===== config.mk =====
export PLATFORM = sky130hd
export DESIGN_NAME = cascaded_position_velocity_pid_flat
export DESIGN_NICKNAME = d
export VERILOG_FILES = /design/src/design/cpvp_pkg.sv /design/src/design/cpvp_if.sv /design/src/design/cpvp_regs.sv /design/src/design/cpvp_muldiv.sv /design/src/design/cascaded_position_velocity_pid.sv /design/src/flat_wrapper.sv
export SDC_FILE = /design/constraint.sdc
export NUM_CORES = 2
export LEC_CHECK = 0
export BUFFER_PORTS_ARGS = -buffer_cell sky130_fd_sc_hd__buf_4
export CORE_MARGIN = 4
export CORE_UTILIZATION = 50
export CTS_CLUSTER_SIZE = 25
export DETAILED_ROUTE_END_ITERATION = 7
export PLACE_DENSITY_LB_ADDON = 0.25
export REMOVE_ABC_BUFFERS = 1
export SETUP_SLACK_MARGIN = 0.02
export SKIP_LAST_GASP = 1
export SLEW_MARGIN = 20
export SYNTH_ARGS = -nofsm -noshare
export SYNTH_HDL_FRONTEND = slang
export SYNTH_SLANG_ARGS = --single-unit
export TNS_END_PERCENT = 10

===== constraint.sdc =====
create_clock -name clk -period 8.3 [get_ports clk]
set_clock_uncertainty 0.15 [all_clocks]
set_input_delay 0.83 -clock clk [delete_from_list [all_inputs] [get_ports clk]]
set_output_delay 0.83 -clock clk [all_outputs]
set_load 0.005 [all_outputs]

===== src/design/cpvp_pkg.sv =====
// Shared types, constants and register codes of the cascaded position/velocity controller.
package cpvp_pkg;

  localparam int unsigned MAG_W     = 64;
  localparam int unsigned GAIN_W    = 15;
  localparam int unsigned CNT_W     = 6;
  localparam int unsigned MUL_STEPS = 15;
  localparam int unsigned DIV_STEPS = 64;
  localparam int unsigned ADDR_W    = 5;
  localparam int unsigned DATA_W    = 32;

  localparam logic [7:0]  DRIVE_CENTER  = 8'd127;
  localparam logic [GAIN_W-1:0] DIVISOR_RESET = 15'd1;
  localparam logic [GAIN_W-1:0] LIMIT_RESET   = 15'h7FFF;
  localparam logic [15:0] WINDOW_RESET  = 16'd10;

  typedef enum logic [2:0] {
    REG_CASCADE_MODE     = 3'd0,
    REG_POSITION_GAIN    = 3'd1,
    REG_GAIN_DIVISOR     = 3'd2,
    REG_VELOCITY_P_GAIN  = 3'd3,
    REG_VELOCITY_I_GAIN  = 3'd4,
    REG_VELOCITY_LIMIT   = 3'd5,
    REG_MOTOR_REVERSE    = 3'd6,
    REG_ON_TARGET_WINDOW = 3'd7
  } reg_idx_t;

  typedef enum logic {
    OP_MUL = 1'b0,
    OP_DIV = 1'b1
  } md_op_t;

  typedef struct packed {
    logic                     start;
    md_op_t                   op;
    logic signed [MAG_W-1:0]  a;
    logic [GAIN_W-1:0]        b;
  } md_req_t;

  typedef struct packed {
    logic                     done;
    logic signed [MAG_W-1:0]  result;
  } md_rsp_t;

  typedef struct packed {
    logic              cascade_mode;
    logic [GAIN_W-1:0] position_gain;
    logic [GAIN_W-1:0] gain_divisor;
    logic [GAIN_W-1:0] velocity_p_gain;
    logic [GAIN_W-1:0] velocity_i_gain;
    logic [GAIN_W-1:0] velocity_limit;
    logic              motor_reverse;
    logic [15:0]       on_target_window;
  } cfg_t;

  typedef enum logic [3:0] {
    S_IDLE,
    S_ERR,
    S_CMD_MUL,
    S_CMD_DIV,
    S_CMD,
    S_VERR,
    S_I_MUL,
    S_I_DIV,
    S_SUM,
    S_D_MUL,
    S_D_DIV,
    S_FIN
  } state_t;

endpackage


===== src/design/cpvp_if.sv =====
// Valid/ready channel interfaces for control ticks and controller results.
interface cpvp_tick_if;
  logic               valid;
  logic               ready;
  logic signed [31:0] encoder_count;
  logic signed [31:0] position_target;
  logic signed [15:0] velocity_target;

  modport source (output valid, encoder_count, position_target, velocity_target, input ready);
  modport sink   (input valid, encoder_count, position_target, velocity_target, output ready);
endinterface

interface cpvp_result_if;
  logic               valid;
  logic               ready;
  logic [7:0]         drive;
  logic               position_on_target;
  logic signed [31:0] measured_velocity;
  logic signed [15:0] velocity_command;

  modport source (output valid, drive, position_on_target, measured_velocity, velocity_command,
                  input ready);
  modport sink   (input valid, drive, position_on_target, measured_velocity, velocity_command,
                  output ready);
endinterface


===== src/design/cpvp_regs.sv =====
// APB configuration register file of the controller.
module cpvp_regs (
  input  logic                          clk,
  input  logic                          rst,
  input  logic                          psel,
  input  logic                          penable,
  input  logic                          pwrite,
  input  logic [cpvp_pkg::ADDR_W-1:0]   paddr,
  input  logic [cpvp_pkg::DATA_W-1:0]   pwdata,
  output logic [cpvp_pkg::DATA_W-1:0]   prdata,
  output logic                          pready,
  output cpvp_pkg::cfg_t                cfg
);

  logic               wr;
  cpvp_pkg::reg_idx_t idx;

  assign pready = 1'b1;
  assign wr     = psel & penable & pwrite;
  assign idx    = cpvp_pkg::reg_idx_t'(paddr[cpvp_pkg::ADDR_W-1:2]);

  always_ff @(posedge clk) begin
    if (rst) begin
      cfg.cascade_mode     <= 1'b0;
      cfg.position_gain    <= '0;
      cfg.gain_divisor     <= cpvp_pkg::DIVISOR_RESET;
      cfg.velocity_p_gain  <= '0;
      cfg.velocity_i_gain  <= '0;
      cfg.velocity_limit   <= cpvp_pkg::LIMIT_RESET;
      cfg.motor_reverse    <= 1'b0;
      cfg.on_target_window <= cpvp_pkg::WINDOW_RESET;
    end else if (wr) begin
      case (idx)
        cpvp_pkg::REG_CASCADE_MODE:     cfg.cascade_mode     <= pwdata[0];
        cpvp_pkg::REG_POSITION_GAIN:    cfg.position_gain    <= pwdata[cpvp_pkg::GAIN_W-1:0];
        cpvp_pkg::REG_GAIN_DIVISOR:     cfg.gain_divisor     <= pwdata[cpvp_pkg::GAIN_W-1:0];
        cpvp_pkg::REG_VELOCITY_P_GAIN:  cfg.velocity_p_gain  <= pwdata[cpvp_pkg::GAIN_W-1:0];
        cpvp_pkg::REG_VELOCITY_I_GAIN:  cfg.velocity_i_gain  <= pwdata[cpvp_pkg::GAIN_W-1:0];
        cpvp_pkg::REG_VELOCITY_LIMIT:   cfg.velocity_limit   <= pwdata[cpvp_pkg::GAIN_W-1:0];
        cpvp_pkg::REG_MOTOR_REVERSE:    cfg.motor_reverse    <= pwdata[0];
        cpvp_pkg::REG_ON_TARGET_WINDOW: cfg.on_target_window <= pwdata[15:0];
        default: ;
      endcase
    end
  end

  always_comb begin
    prdata = '0;
    case (idx)
      cpvp_pkg::REG_CASCADE_MODE:     prdata = 32'(cfg.cascade_mode);
      cpvp_pkg::REG_POSITION_GAIN:    prdata = 32'(cfg.position_gain);
      cpvp_pkg::REG_GAIN_DIVISOR:     prdata = 32'(cfg.gain_divisor);
      cpvp_pkg::REG_VELOCITY_P_GAIN:  prdata = 32'(cfg.velocity_p_gain);
      cpvp_pkg::REG_VELOCITY_I_GAIN:  prdata = 32'(cfg.velocity_i_gain);
      cpvp_pkg::REG_VELOCITY_LIMIT:   prdata = 32'(cfg.velocity_limit);
      cpvp_pkg::REG_MOTOR_REVERSE:    prdata = 32'(cfg.motor_reverse);
      cpvp_pkg::REG_ON_TARGET_WINDOW: prdata = 32'(cfg.on_target_window);
      default:                        prdata = '0;
    endcase
  end

endmodule


===== src/design/cpvp_muldiv.sv =====
// Shared serial unit: shift-add multiply and restoring divide of a signed word by a gain.
module cpvp_muldiv (
  input  logic              clk,
  input  logic              rst,
  input  cpvp_pkg::md_req_t req,
  output cpvp_pkg::md_rsp_t rsp
);

  logic                              busy;
  logic                              done;
  cpvp_pkg::md_op_t                  op;
  logic                              neg;
  logic [cpvp_pkg::MAG_W-1:0]        mag;
  logic [cpvp_pkg::MAG_W-1:0]        acc;
  logic [cpvp_pkg::GAIN_W-1:0]       bsh;
  logic [cpvp_pkg::GAIN_W-1:0]       rem;
  logic [cpvp_pkg::CNT_W-1:0]        cnt;
  logic                              last;
  logic [cpvp_pkg::GAIN_W+1:0]       trial;
  logic [cpvp_pkg::MAG_W-1:0]        a_mag;
  logic [cpvp_pkg::MAG_W-1:0]        res_mag;

  assign a_mag = req.a[cpvp_pkg::MAG_W-1] ? cpvp_pkg::MAG_W'(-req.a) : req.a;
  assign last  = (op == cpvp_pkg::OP_MUL) ? (cnt == cpvp_pkg::CNT_W'(cpvp_pkg::MUL_STEPS - 1))
                                          : (cnt == cpvp_pkg::CNT_W'(cpvp_pkg::DIV_STEPS - 1));
  // One quotient bit per cycle: shift in the next dividend bit and try the subtraction.
  assign trial = {1'b0, rem, mag[cpvp_pkg::MAG_W-1]} - {2'b00, bsh};

  always_ff @(posedge clk) begin
    if (rst) begin
      busy <= 1'b0;
      done <= 1'b0;
    end else begin
      done <= 1'b0;
      if (req.start) begin
        busy <= 1'b1;
      end else if (busy && last) begin
        busy <= 1'b0;
        done <= 1'b1;
      end
    end
  end

  always_ff @(posedge clk) begin
    if (req.start) begin
      op  <= req.op;
      neg <= req.a[cpvp_pkg::MAG_W-1];
      mag <= a_mag;
      bsh <= req.b;
      acc <= '0;
      rem <= '0;
      cnt <= '0;
    end else if (busy) begin
      cnt <= cnt + 1'b1;
      case (op)
        cpvp_pkg::OP_MUL: begin
          if (bsh[0]) begin
            acc <= acc + mag;
          end
          mag <= {mag[cpvp_pkg::MAG_W-2:0], 1'b0};
          bsh <= bsh >> 1;
        end
        cpvp_pkg::OP_DIV: begin
          if (!trial[cpvp_pkg::GAIN_W+1]) begin
            rem <= trial[cpvp_pkg::GAIN_W-1:0];
          end else begin
            rem <= {rem[cpvp_pkg::GAIN_W-2:0], mag[cpvp_pkg::MAG_W-1]};
          end
          mag <= {mag[cpvp_pkg::MAG_W-2:0], ~trial[cpvp_pkg::GAIN_W+1]};
        end
        default: ;
      endcase
    end
  end

  // Magnitudes are exact, so restoring the sign truncates the quotient toward zero.
  assign res_mag    = (op == cpvp_pkg::OP_MUL) ? acc : mag;
  assign rsp.done   = done;
  assign rsp.result = neg ? -$signed(res_mag) : $signed(res_mag);

`ifndef SYNTH
  a_start_idle: assert property (@(posedge clk) disable iff (rst)
    req.start |-> !busy && !done)
    else $error("serial unit started while an operation was in flight");
`endif

endmodule


===== src/design/cascaded_position_velocity_pid.sv =====
// Cascaded position/velocity PI motor controller: sequencer, datapath and result register.
//
// One transfer on the tick channel carries an encoder count, a position target and a
// velocity target; the block answers with exactly one transfer on the result channel
// holding the drive value (127 is stop), the on-target flag, the measured velocity
// and the clamped velocity command. Configuration goes through the APB port, with
// register i at byte address 4*i; writes complete in the access cycle.
// All products and quotients run through one serial multiply/divide unit; a divide
// yields one quotient bit per cycle over 64 bits. In cascade mode an item needs three
// multiplies and three divides; in velocity mode it needs two multiplies and two divides.
// The block takes one item at a time; tick ready rises at the same clock edge that loads
// the result into the output register, so the next tick may be accepted while that
// result still waits. If the receiver stalls and the output register is full, the
// sequencer holds the finished item in its last step and the integral is not updated
// until the result can be stored. Reset (synchronous, active high) clears the previous
// encoder count and the integral to zero, loads the register defaults and drops
// result valid.
module cascaded_position_velocity_pid (
  input  logic                          clk,
  input  logic                          rst,
  cpvp_tick_if.sink                     tick,
  cpvp_result_if.source                 result,
  input  logic                          psel,
  input  logic                          penable,
  input  logic                          pwrite,
  input  logic [cpvp_pkg::ADDR_W-1:0]   paddr,
  input  logic [cpvp_pkg::DATA_W-1:0]   pwdata,
  output logic [cpvp_pkg::DATA_W-1:0]   prdata,
  output logic                          pready
);

  cpvp_pkg::cfg_t     cfg;
  cpvp_pkg::md_req_t  md_req;
  cpvp_pkg::md_rsp_t  md_rsp;
  cpvp_pkg::state_t   state;
  cpvp_pkg::state_t   state_next;
  logic               launched;
  logic               launched_next;
  logic               fin_go;

  logic signed [31:0] enc_q;
  logic signed [31:0] ptgt_q;
  logic signed [15:0] vtgt_q;
  logic signed [31:0] prev_enc;
  logic signed [31:0] integral;
  logic signed [32:0] pos_err;
  logic signed [31:0] vel;
  logic signed [15:0] cmd;
  logic signed [33:0] vel_err;
  logic               on_tgt;
  logic signed [cpvp_pkg::MAG_W-1:0] work;

  logic               out_valid;
  logic [7:0]         out_drive;
  logic               out_on;
  logic signed [31:0] out_vel;
  logic signed [15:0] out_cmd;

  logic [cpvp_pkg::GAIN_W-1:0]       div_eff;
  logic signed [32:0]                vel_diff;
  logic signed [31:0]                vel_sat;
  logic signed [cpvp_pkg::MAG_W-1:0] raw_cmd;
  logic signed [cpvp_pkg::MAG_W-1:0] lim_w;
  logic signed [15:0]                lim16;
  logic signed [15:0]                cmd_clamped;
  logic signed [32:0]                win33;
  logic signed [34:0]                integ_sum;
  logic signed [31:0]                integ_sat;
  logic                              d_hi;
  logic                              d_lo;
  logic                              d_clamped;
  logic [7:0]                        dc;
  logic [7:0]                        drive_val;

  cpvp_regs u_regs (
    .clk     (clk),
    .rst     (rst),
    .psel    (psel),
    .penable (penable),
    .pwrite  (pwrite),
    .paddr   (paddr),
    .pwdata  (pwdata),
    .prdata  (prdata),
    .pready  (pready),
    .cfg     (cfg)
  );

  cpvp_muldiv u_muldiv (
    .clk (clk),
    .rst (rst),
    .req (md_req),
    .rsp (md_rsp)
  );

  // A zero divisor behaves as one.
  assign div_eff = (cfg.gain_divisor == '0) ? cpvp_pkg::DIVISOR_RESET : cfg.gain_divisor;

  assign vel_diff = {enc_q[31], enc_q} - {prev_enc[31], prev_enc};
  always_comb begin
    if (vel_diff[32] != vel_diff[31]) begin
      vel_sat = vel_diff[32] ? 32'sh8000_0000 : 32'sh7FFF_FFFF;
    end else begin
      vel_sat = vel_diff[31:0];
    end
  end

  assign raw_cmd = cfg.cascade_mode ? work
                                    : {{(cpvp_pkg::MAG_W-16){vtgt_q[15]}}, vtgt_q};
  assign lim_w   = {{(cpvp_pkg::MAG_W-cpvp_pkg::GAIN_W){1'b0}}, cfg.velocity_limit};
  assign lim16   = {1'b0, cfg.velocity_limit};
  always_comb begin
    if (raw_cmd > lim_w) begin
      cmd_clamped = lim16;
    end else if (raw_cmd < -lim_w) begin
      cmd_clamped = -lim16;
    end else begin
      cmd_clamped = raw_cmd[15:0];
    end
  end

  assign win33 = {17'b0, cfg.on_target_window};

  assign integ_sum = {{3{integral[31]}}, integral} + {vel_err[33], vel_err};
  always_comb begin
    if (integ_sum[34:31] == 4'b0000 || integ_sum[34:31] == 4'b1111) begin
      integ_sat = integ_sum[31:0];
    end else begin
      integ_sat = integ_sum[34] ? 32'sh8000_0000 : 32'sh7FFF_FFFF;
    end
  end

  assign d_hi      = work > 64'sd127;
  assign d_lo      = work < -64'sd127;
  assign d_clamped = d_hi | d_lo;
  assign dc        = d_hi ? 8'd127 : (d_lo ? 8'h81 : work[7:0]);
  assign drive_val = cfg.motor_reverse ? cpvp_pkg::DRIVE_CENTER - dc
                                       : cpvp_pkg::DRIVE_CENTER + dc;

  always_comb begin
    state_next    = state;
    launched_next = launched;
    fin_go        = 1'b0;
    md_req.start  = 1'b0;
    md_req.op     = cpvp_pkg::OP_MUL;
    md_req.a      = work;
    md_req.b      = div_eff;
    tick.ready    = (state == cpvp_pkg::S_IDLE);
    case (state)
      cpvp_pkg::S_IDLE: begin
        if (tick.valid) begin
          state_next = cpvp_pkg::S_ERR;
        end
      end
      cpvp_pkg::S_ERR: begin
        state_next = cfg.cascade_mode ? cpvp_pkg::S_CMD_MUL : cpvp_pkg::S_CMD;
      end
      cpvp_pkg::S_CMD_MUL: begin
        md_req.start  = !launched;
        md_req.a      = {{(cpvp_pkg::MAG_W-33){pos_err[32]}}, pos_err};
        md_req.b      = cfg.position_gain;
        launched_next = 1'b1;
        if (md_rsp.done) begin
          launched_next = 1'b0;
          state_next    = cpvp_pkg::S_CMD_DIV;
        end
      end
      cpvp_pkg::S_CMD_DIV: begin
        md_req.start  = !launched;
        md_req.op     = cpvp_pkg::OP_DIV;
        launched_next = 1'b1;
        if (md_rsp.done) begin
          launched_next = 1'b0;
          state_next    = cpvp_pkg::S_CMD;
        end
      end
      cpvp_pkg::S_CMD: begin
        state_next = cpvp_pkg::S_VERR;
      end
      cpvp_pkg::S_VERR: begin
        state_next = cpvp_pkg::S_I_MUL;
      end
      cpvp_pkg::S_I_MUL: begin
        md_req.start  = !launched;
        md_req.a      = {{(cpvp_pkg::MAG_W-32){integral[31]}}, integral};
        md_req.b      = cfg.velocity_i_gain;
        launched_next = 1'b1;
        if (md_rsp.done) begin
          launched_next = 1'b0;
          state_next    = cpvp_pkg::S_I_DIV;
        end
      end
      cpvp_pkg::S_I_DIV: begin
        md_req.start  = !launched;
        md_req.op     = cpvp_pkg::OP_DIV;
        launched_next = 1'b1;
        if (md_rsp.done) begin
          launched_next = 1'b0;
          state_next    = cpvp_pkg::S_SUM;
        end
      end
      cpvp_pkg::S_SUM: begin
        state_next = cpvp_pkg::S_D_MUL;
      end
      cpvp_pkg::S_D_MUL: begin
        md_req.start  = !launched;
        md_req.b      = cfg.velocity_p_gain;
        launched_next = 1'b1;
        if (md_rsp.done) begin
          launched_next = 1'b0;
          state_next    = cpvp_pkg::S_D_DIV;
        end
      end
      cpvp_pkg::S_D_DIV: begin
        md_req.start  = !launched;
        md_req.op     = cpvp_pkg::OP_DIV;
        launched_next = 1'b1;
        if (md_rsp.done) begin
          launched_next = 1'b0;
          state_next    = cpvp_pkg::S_FIN;
        end
      end
      cpvp_pkg::S_FIN: begin
        // The item retires only when the output register is free or being emptied.
        fin_go = !out_valid || result.ready;
        if (fin_go) begin
          state_next = cpvp_pkg::S_IDLE;
        end
      end
      default: begin
        state_next = cpvp_pkg::S_IDLE;
      end
    endcase
  end

  always_ff @(posedge clk) begin
    if (rst) begin
      state     <= cpvp_pkg::S_IDLE;
      launched  <= 1'b0;
      out_valid <= 1'b0;
      prev_enc  <= '0;
      integral  <= '0;
    end else begin
      state    <= state_next;
      launched <= launched_next;
      if (state == cpvp_pkg::S_ERR) begin
        prev_enc <= enc_q;
      end
      if (fin_go) begin
        out_valid <= 1'b1;
        if (!d_clamped) begin
          integral <= integ_sat;
        end
      end else if (result.ready) begin
        out_valid <= 1'b0;
      end
    end
  end

  always_ff @(posedge clk) begin
    if (tick.valid && tick.ready) begin
      enc_q  <= tick.encoder_count;
      ptgt_q <= tick.position_target;
      vtgt_q <= tick.velocity_target;
    end
    case (state)
      cpvp_pkg::S_ERR: begin
        pos_err <= {ptgt_q[31], ptgt_q} - {enc_q[31], enc_q};
        vel     <= vel_sat;
      end
      cpvp_pkg::S_CMD: begin
        cmd    <= cmd_clamped;
        on_tgt <= (pos_err <= win33) && (pos_err >= -win33);
      end
      cpvp_pkg::S_VERR: begin
        vel_err <= {{18{cmd[15]}}, cmd} - {{2{vel[31]}}, vel};
      end
      cpvp_pkg::S_SUM: begin
        work <= work + {{(cpvp_pkg::MAG_W-34){vel_err[33]}}, vel_err};
      end
      cpvp_pkg::S_FIN: begin
        if (fin_go) begin
          out_drive <= drive_val;
          out_on    <= on_tgt;
          out_vel   <= vel;
          out_cmd   <= cmd;
        end
      end
      default: ;
    endcase
    if (md_rsp.done) begin
      work <= md_rsp.result;
    end
  end

  assign result.valid              = out_valid;
  assign result.drive              = out_drive;
  assign result.position_on_target = out_on;
  assign result.measured_velocity  = out_vel;
  assign result.velocity_command   = out_cmd;

`ifndef SYNTH
  a_done_launched: assert property (@(posedge clk) disable iff (rst)
    md_rsp.done |-> launched)
    else $error("serial unit finished without a pending request");

  a_cmd_in_limit: assert property (@(posedge clk) disable iff (rst)
    out_valid |-> (out_cmd <= lim16) && (out_cmd >= -lim16))
    else $error("velocity command outside the configured limit");

  a_integral_hold: assert property (@(posedge clk) disable iff (rst)
    (fin_go && d_clamped) |=> $stable(integral))
    else $error("integral changed while the drive was clamped");
`endif

endmodule


===== src/flat_wrapper.sv =====
// flat-port wrapper written by rule: the top's interface ports become plain ports
module cascaded_position_velocity_pid_flat 
  (clk, rst, psel, penable, pwrite, paddr, pwdata, prdata, pready, tick_valid, tick_encoder_count, tick_position_target, tick_velocity_target, tick_ready, result_valid, result_drive, result_position_on_target, result_measured_velocity, result_velocity_command, result_ready);
  cpvp_tick_if tick_i ();
  cpvp_result_if result_i ();
  input  logic clk;
  input  logic rst;
  input  logic psel;
  input  logic penable;
  input  logic pwrite;
  input  logic [cpvp_pkg::ADDR_W-1:0] paddr;
  input  logic [cpvp_pkg::DATA_W-1:0] pwdata;
  output logic [cpvp_pkg::DATA_W-1:0] prdata;
  output logic pready;
  input wire logic [$bits(tick_i.valid)-1:0] tick_valid;
  input wire logic [$bits(tick_i.encoder_count)-1:0] tick_encoder_count;
  input wire logic [$bits(tick_i.position_target)-1:0] tick_position_target;
  input wire logic [$bits(tick_i.velocity_target)-1:0] tick_velocity_target;
  output wire logic [$bits(tick_i.ready)-1:0] tick_ready;
  output wire logic [$bits(result_i.valid)-1:0] result_valid;
  output wire logic [$bits(result_i.drive)-1:0] result_drive;
  output wire logic [$bits(result_i.position_on_target)-1:0] result_position_on_target;
  output wire logic [$bits(result_i.measured_velocity)-1:0] result_measured_velocity;
  output wire logic [$bits(result_i.velocity_command)-1:0] result_velocity_command;
  input wire logic [$bits(result_i.ready)-1:0] result_ready;
  assign tick_i.valid = tick_valid;
  assign tick_i.encoder_count = tick_encoder_count;
  assign tick_i.position_target = tick_position_target;
  assign tick_i.velocity_target = tick_velocity_target;
  assign tick_ready = tick_i.ready;
  assign result_valid = result_i.valid;
  assign result_drive = result_i.drive;
  assign result_position_on_target = result_i.position_on_target;
  assign result_measured_velocity = result_i.measured_velocity;
  assign result_velocity_command = result_i.velocity_command;
  assign result_i.ready = result_ready;
  cascaded_position_velocity_pid u_core (.clk(clk), .rst(rst), .tick(tick_i), .result(result_i), .psel(psel), .penable(penable), .pwrite(pwrite), .paddr(paddr), .pwdata(pwdata), .prdata(prdata), .pready(pready));
endmodule

==> results.yml <==
outcome:
  status: "completed"
yosys:
  yosys_warnings: 0
  synth_area_sq_mm: 0.0487
  yosysTopAreaCell: "edfxtp_1"
  synth.area.top_cells: "edfxtp_1 24%, ha_1 10%, dfxtp_1 10%"
  ys_dominant_reg_cell: "edfxtp_1"
  yosys.area.top_type_share_pct: 24.5
  yosysSeqAreaShare_pct: 34.7
  synth_fa_ha_area_share_pct: 10.8
  synth-xor-area-share_pct: 6.61
  synthArstFlopShare_pct: 0
  synth-edff-count: 397
  synth_cell_types: 95
  synth_cells: 5760
  muxShareOfSynthArea_pct: 3.63
  synth_top_family_by_area: "compound AO/OA/AOI/OAI gates"
  syn_avg_cell_area_sq_um: 8.46
  synth-seq-cells: 647
  synth_compound_area_share_pct: 21.6
  synth-simple-area-share_pct: 18.1
sta:
  fin_ws_ps: 1720
  min_period_over_period_pct: 79.3
  fmax_mhz: 152
  fin_tns_setup_ps: 0
  drv_slew: 0
  hold_ws_ps: 187
  tightest_slew_ps: 1160
  hold_viol: 0
  setup-violations-final: 0
  rsz0062_at_grt: "false"
  slew_headroom_pct: 22.2
  fin_crit_ps: 6580
setup_path:
  rr_startpoint: "u_core.u_regs.cfg[17]"
  ff2ff_path_depth: 22
  slowest_delay_ps: 760
  cp_top_family: "simple AND/OR/NAND/NOR gates"
  cp-start-kind: "flip-flop"
  worstPathArrival_ps: 6840
  slowest_stage: "nor3_1"
  reg2reg_to: "u_core.cmd[4]"
  worst-setup-path-type: "reg -> reg"
  required_ps: 8560
  rrSetupSlack_ps: 1720
  crit_fanout: 19
  cp_num_cells: 22
  end_kind: "flip-flop"
  cp.buffers_inverters: 1
  crit_chain: "nor3_1 > nand2_1 > nor2_1 > nand2_1 > nor2_1 > nand2_1 > nor2_1 > nand4_1 > nor3_1 > ha_1 > a21oi_1 > o21ai_0 > a221oi_1 > nand2_1 > nor3_1 > o31a_1 > o2111a_1 > nor2_1 > mux2i_4 > buf_16 > mux2_2 > o22a_1"
clock_network:
  cts_sinks: 647
  clk_pin_slew_worst_paths_ps: 60
  clk_latency_ps: 660
  numCtsBuffers: 77
  cts_hold_buf: 0
  cts_tree: "built"
  clockBufferDepth: 3
  cts_htree_levels: 3
  cts_resized: 0
  post-cts-setup-buffers: 0
  root_buffer: "clkbuf_16"
placement:
  hpwl_mm: 117
  place.port_buffers: 180
  place_ws_ps: 1580
  placed_cell_area_sq_mm: 0.0510
  place_congestion: 0.975
min_path:
  hp-start: "tick_position_target[1]"
  min_path_cells: 1
  min_to: "u_core.ptgt_q[1]"
  holdCritPathClass: "in -> reg"
power_and_ir_drop:
  p_int_uw: 7690
  power_frac_comb_pct: 32.7
  pwr-share-seq_pct: 36.8
  peakVddDrop_mv: 0.185
  p_sw_uw: 4220
  switching_share_pct: 35.4
  p_clk_share_pct: 30.6
  leakage_uw: 0.0219
  p_total_uw: 11900
  power_density_mw_per_mm2: 221
global_route:
  grt_use_total_pct: 29.2
  antenna_found_initial: 3
  grt_pass1_vias: 41500
  overflow: 0
  grt_first_pass_wirelength_mm: 239
  grt_max_degree: 137
drt:
  viasPerCell: 6.14
  detail-route-antenna-nets: 0
  via_count: 43800
  dr.pass1.iters: 7
  drc: 0
  wl_mm: 155
  avgRoutedWirePerCell_microns: 21.8
  drt-initial-drc-count: 4733
finish:
  final_cell_mix: "826 x nand2_1, 557 x a21oi_1, 404 x ha_1"
  fin_area_sq_mm: 0.0538
  nets: 6324
  final_common_cell: "nand2_1"
  drive_gt1_share_pct: 8.27
  area_growth_pct: 10.4
die:
  core_sq_mm: 0.0967
  die_w_microns: 320
  die_y_microns: 320
  num_rows: 114
  die_area_sq_mm: 0.103
  io_pins: 216
  start_util_pct: 50.4
flow_run:
  maxCapViolations: 0
-- cells in the mapped netlist (19+ instances only) --
library cell / number
inv_1: 257
o21bai_1: 41
or2_2: 21
a21o_1: 184
and2_1: 19
o31ai_1: 43
a21boi_0: 26
o211ai_1: 30
edfxtp_1: 397
o21a_1: 37
nand4_1: 96
a31oi_1: 56
a221oi_1: 21
o21ai_0: 404
ha_1: 404
nand2b_1: 76
a211oi_1: 63
nand3_1: 91
dfxtp_1: 250
xor2_1: 168
nor2_1: 380
xnor2_1: 200
and3_1: 29
nor3_1: 140
a21oi_1: 558
a211o_1: 27
nand2_1: 828
mux2i_1: 116
nor3b_1: 20
buf_1: 23
nor4_1: 52
buf_4: 21
nor2b_1: 69
mux2_2: 47
clkbuf_1: 236
or3_1: 40
-- metal layers --
metal,GRT usage (%),up-vias,routed length (microns),part of all wire (%)
met4,10.4,0,6320,4.1
li1,-,21000,-,-
met3,4.39,328,11700,7.5
met2,46.9,1720,69900,45
met5,0,-,0,0
met1,40.3,20700,67500,43
-- sequential cells by signal (all words and copies together), names as in the netlist, 4 cells and up --
signal	cells
u_core.cmd	16
u_core.enc_q	32
u_core.integral	32
u_core.pos_err	33
u_core.prev_enc	32
u_core.ptgt_q	32
u_core.result.drive	8
u_core.result.measured_velocity	32
u_core.result.velocity_command	16
u_core.state	4
u_core.u_muldiv.acc	64
u_core.u_muldiv.bsh	15
u_core.u_muldiv.cnt	6
u_core.u_muldiv.mag	64
u_core.u_muldiv.rem	15
u_core.u_regs.cfg	93
u_core.vel	32
u_core.vel_err	33
u_core.vtgt_q	16
u_core.work	64
-- cell type report --
class	count	area, sq um
fill	8859	42900
multi-input combinational	4572	29800
sequential	647	16900
clock buffer	101	2180
timing repair buffer	234	1790
tap	1276	1600
inverter	257	967
clock inverter	43	548
antenna	2	5.00
-- cell families after synthesis --
group           count (synthesis)
compound gates               1690
mux                           167
fa+ha+maj                     416
other cells                     2
simple gates                 1914
buf+inv                       556
xor+xnor                      368
flops                         647
-- through the flow --
step | instances | util [%]
floorplan | 5476 | -
global placement | 6985 | 52.8
detailed placement | 6985 | 52.8
CTS | 7129 | 55.6
global route | 7131 | 55.6
finish | 7132 | 55.6
-- power groups by stage --
stage          Sequential (uW)  Combinational, uW  Clock [uW]
2_1_floorplan             4270               2900           0
3_3_place_gp              4410               3730           0
3_5_place_dp              4420               3810           0
4_1_cts                   4360               3840        3680
5_1_grt                   4410               4340        3820
6_report                  4380               3890        3640
-- worst register-to-register path, stage by stage, from the launching register on --
cell,delay [ps]
dfxtp_1,350
nor3_1,320
nand2_1,150
nor2_1,150
nand2_1,110
nor2_1,130
nand2_1,100
nor2_1,330
nand4_1,540
nor3_1,770
ha_1,380
a21oi_1,140
o21ai_0,120
a221oi_1,400
nand2_1,100
nor3_1,300
o31a_1,210
o2111a_1,200
nor2_1,70
mux2i_4,520
buf_16,240
mux2_2,350
o22a_1,200
-- worst max-delay path by stage --
| stage | endpoint | start | slack [ps] |
|---|---|---|---|
| 2_1_floorplan | u_core.u_muldiv.mag[36] | u_core.state[1] | 550 |
| 3_5_place_dp | u_core.cmd[3] | u_core.u_regs.cfg[17] | 1580 |
| 3_3_place_gp | u_core.cmd[10] | u_core.u_regs.cfg[17] | 1600 |
| 5_1_grt | u_core.cmd[4] | u_core.u_regs.cfg[17] | 1290 |
| 4_1_cts | u_core.cmd[12] | u_core.u_regs.cfg[17] | 1560 |
| 6_report | u_core.cmd[4] | u_core.u_regs.cfg[17] | 1720 |
(Power assumes the default switching activity.)
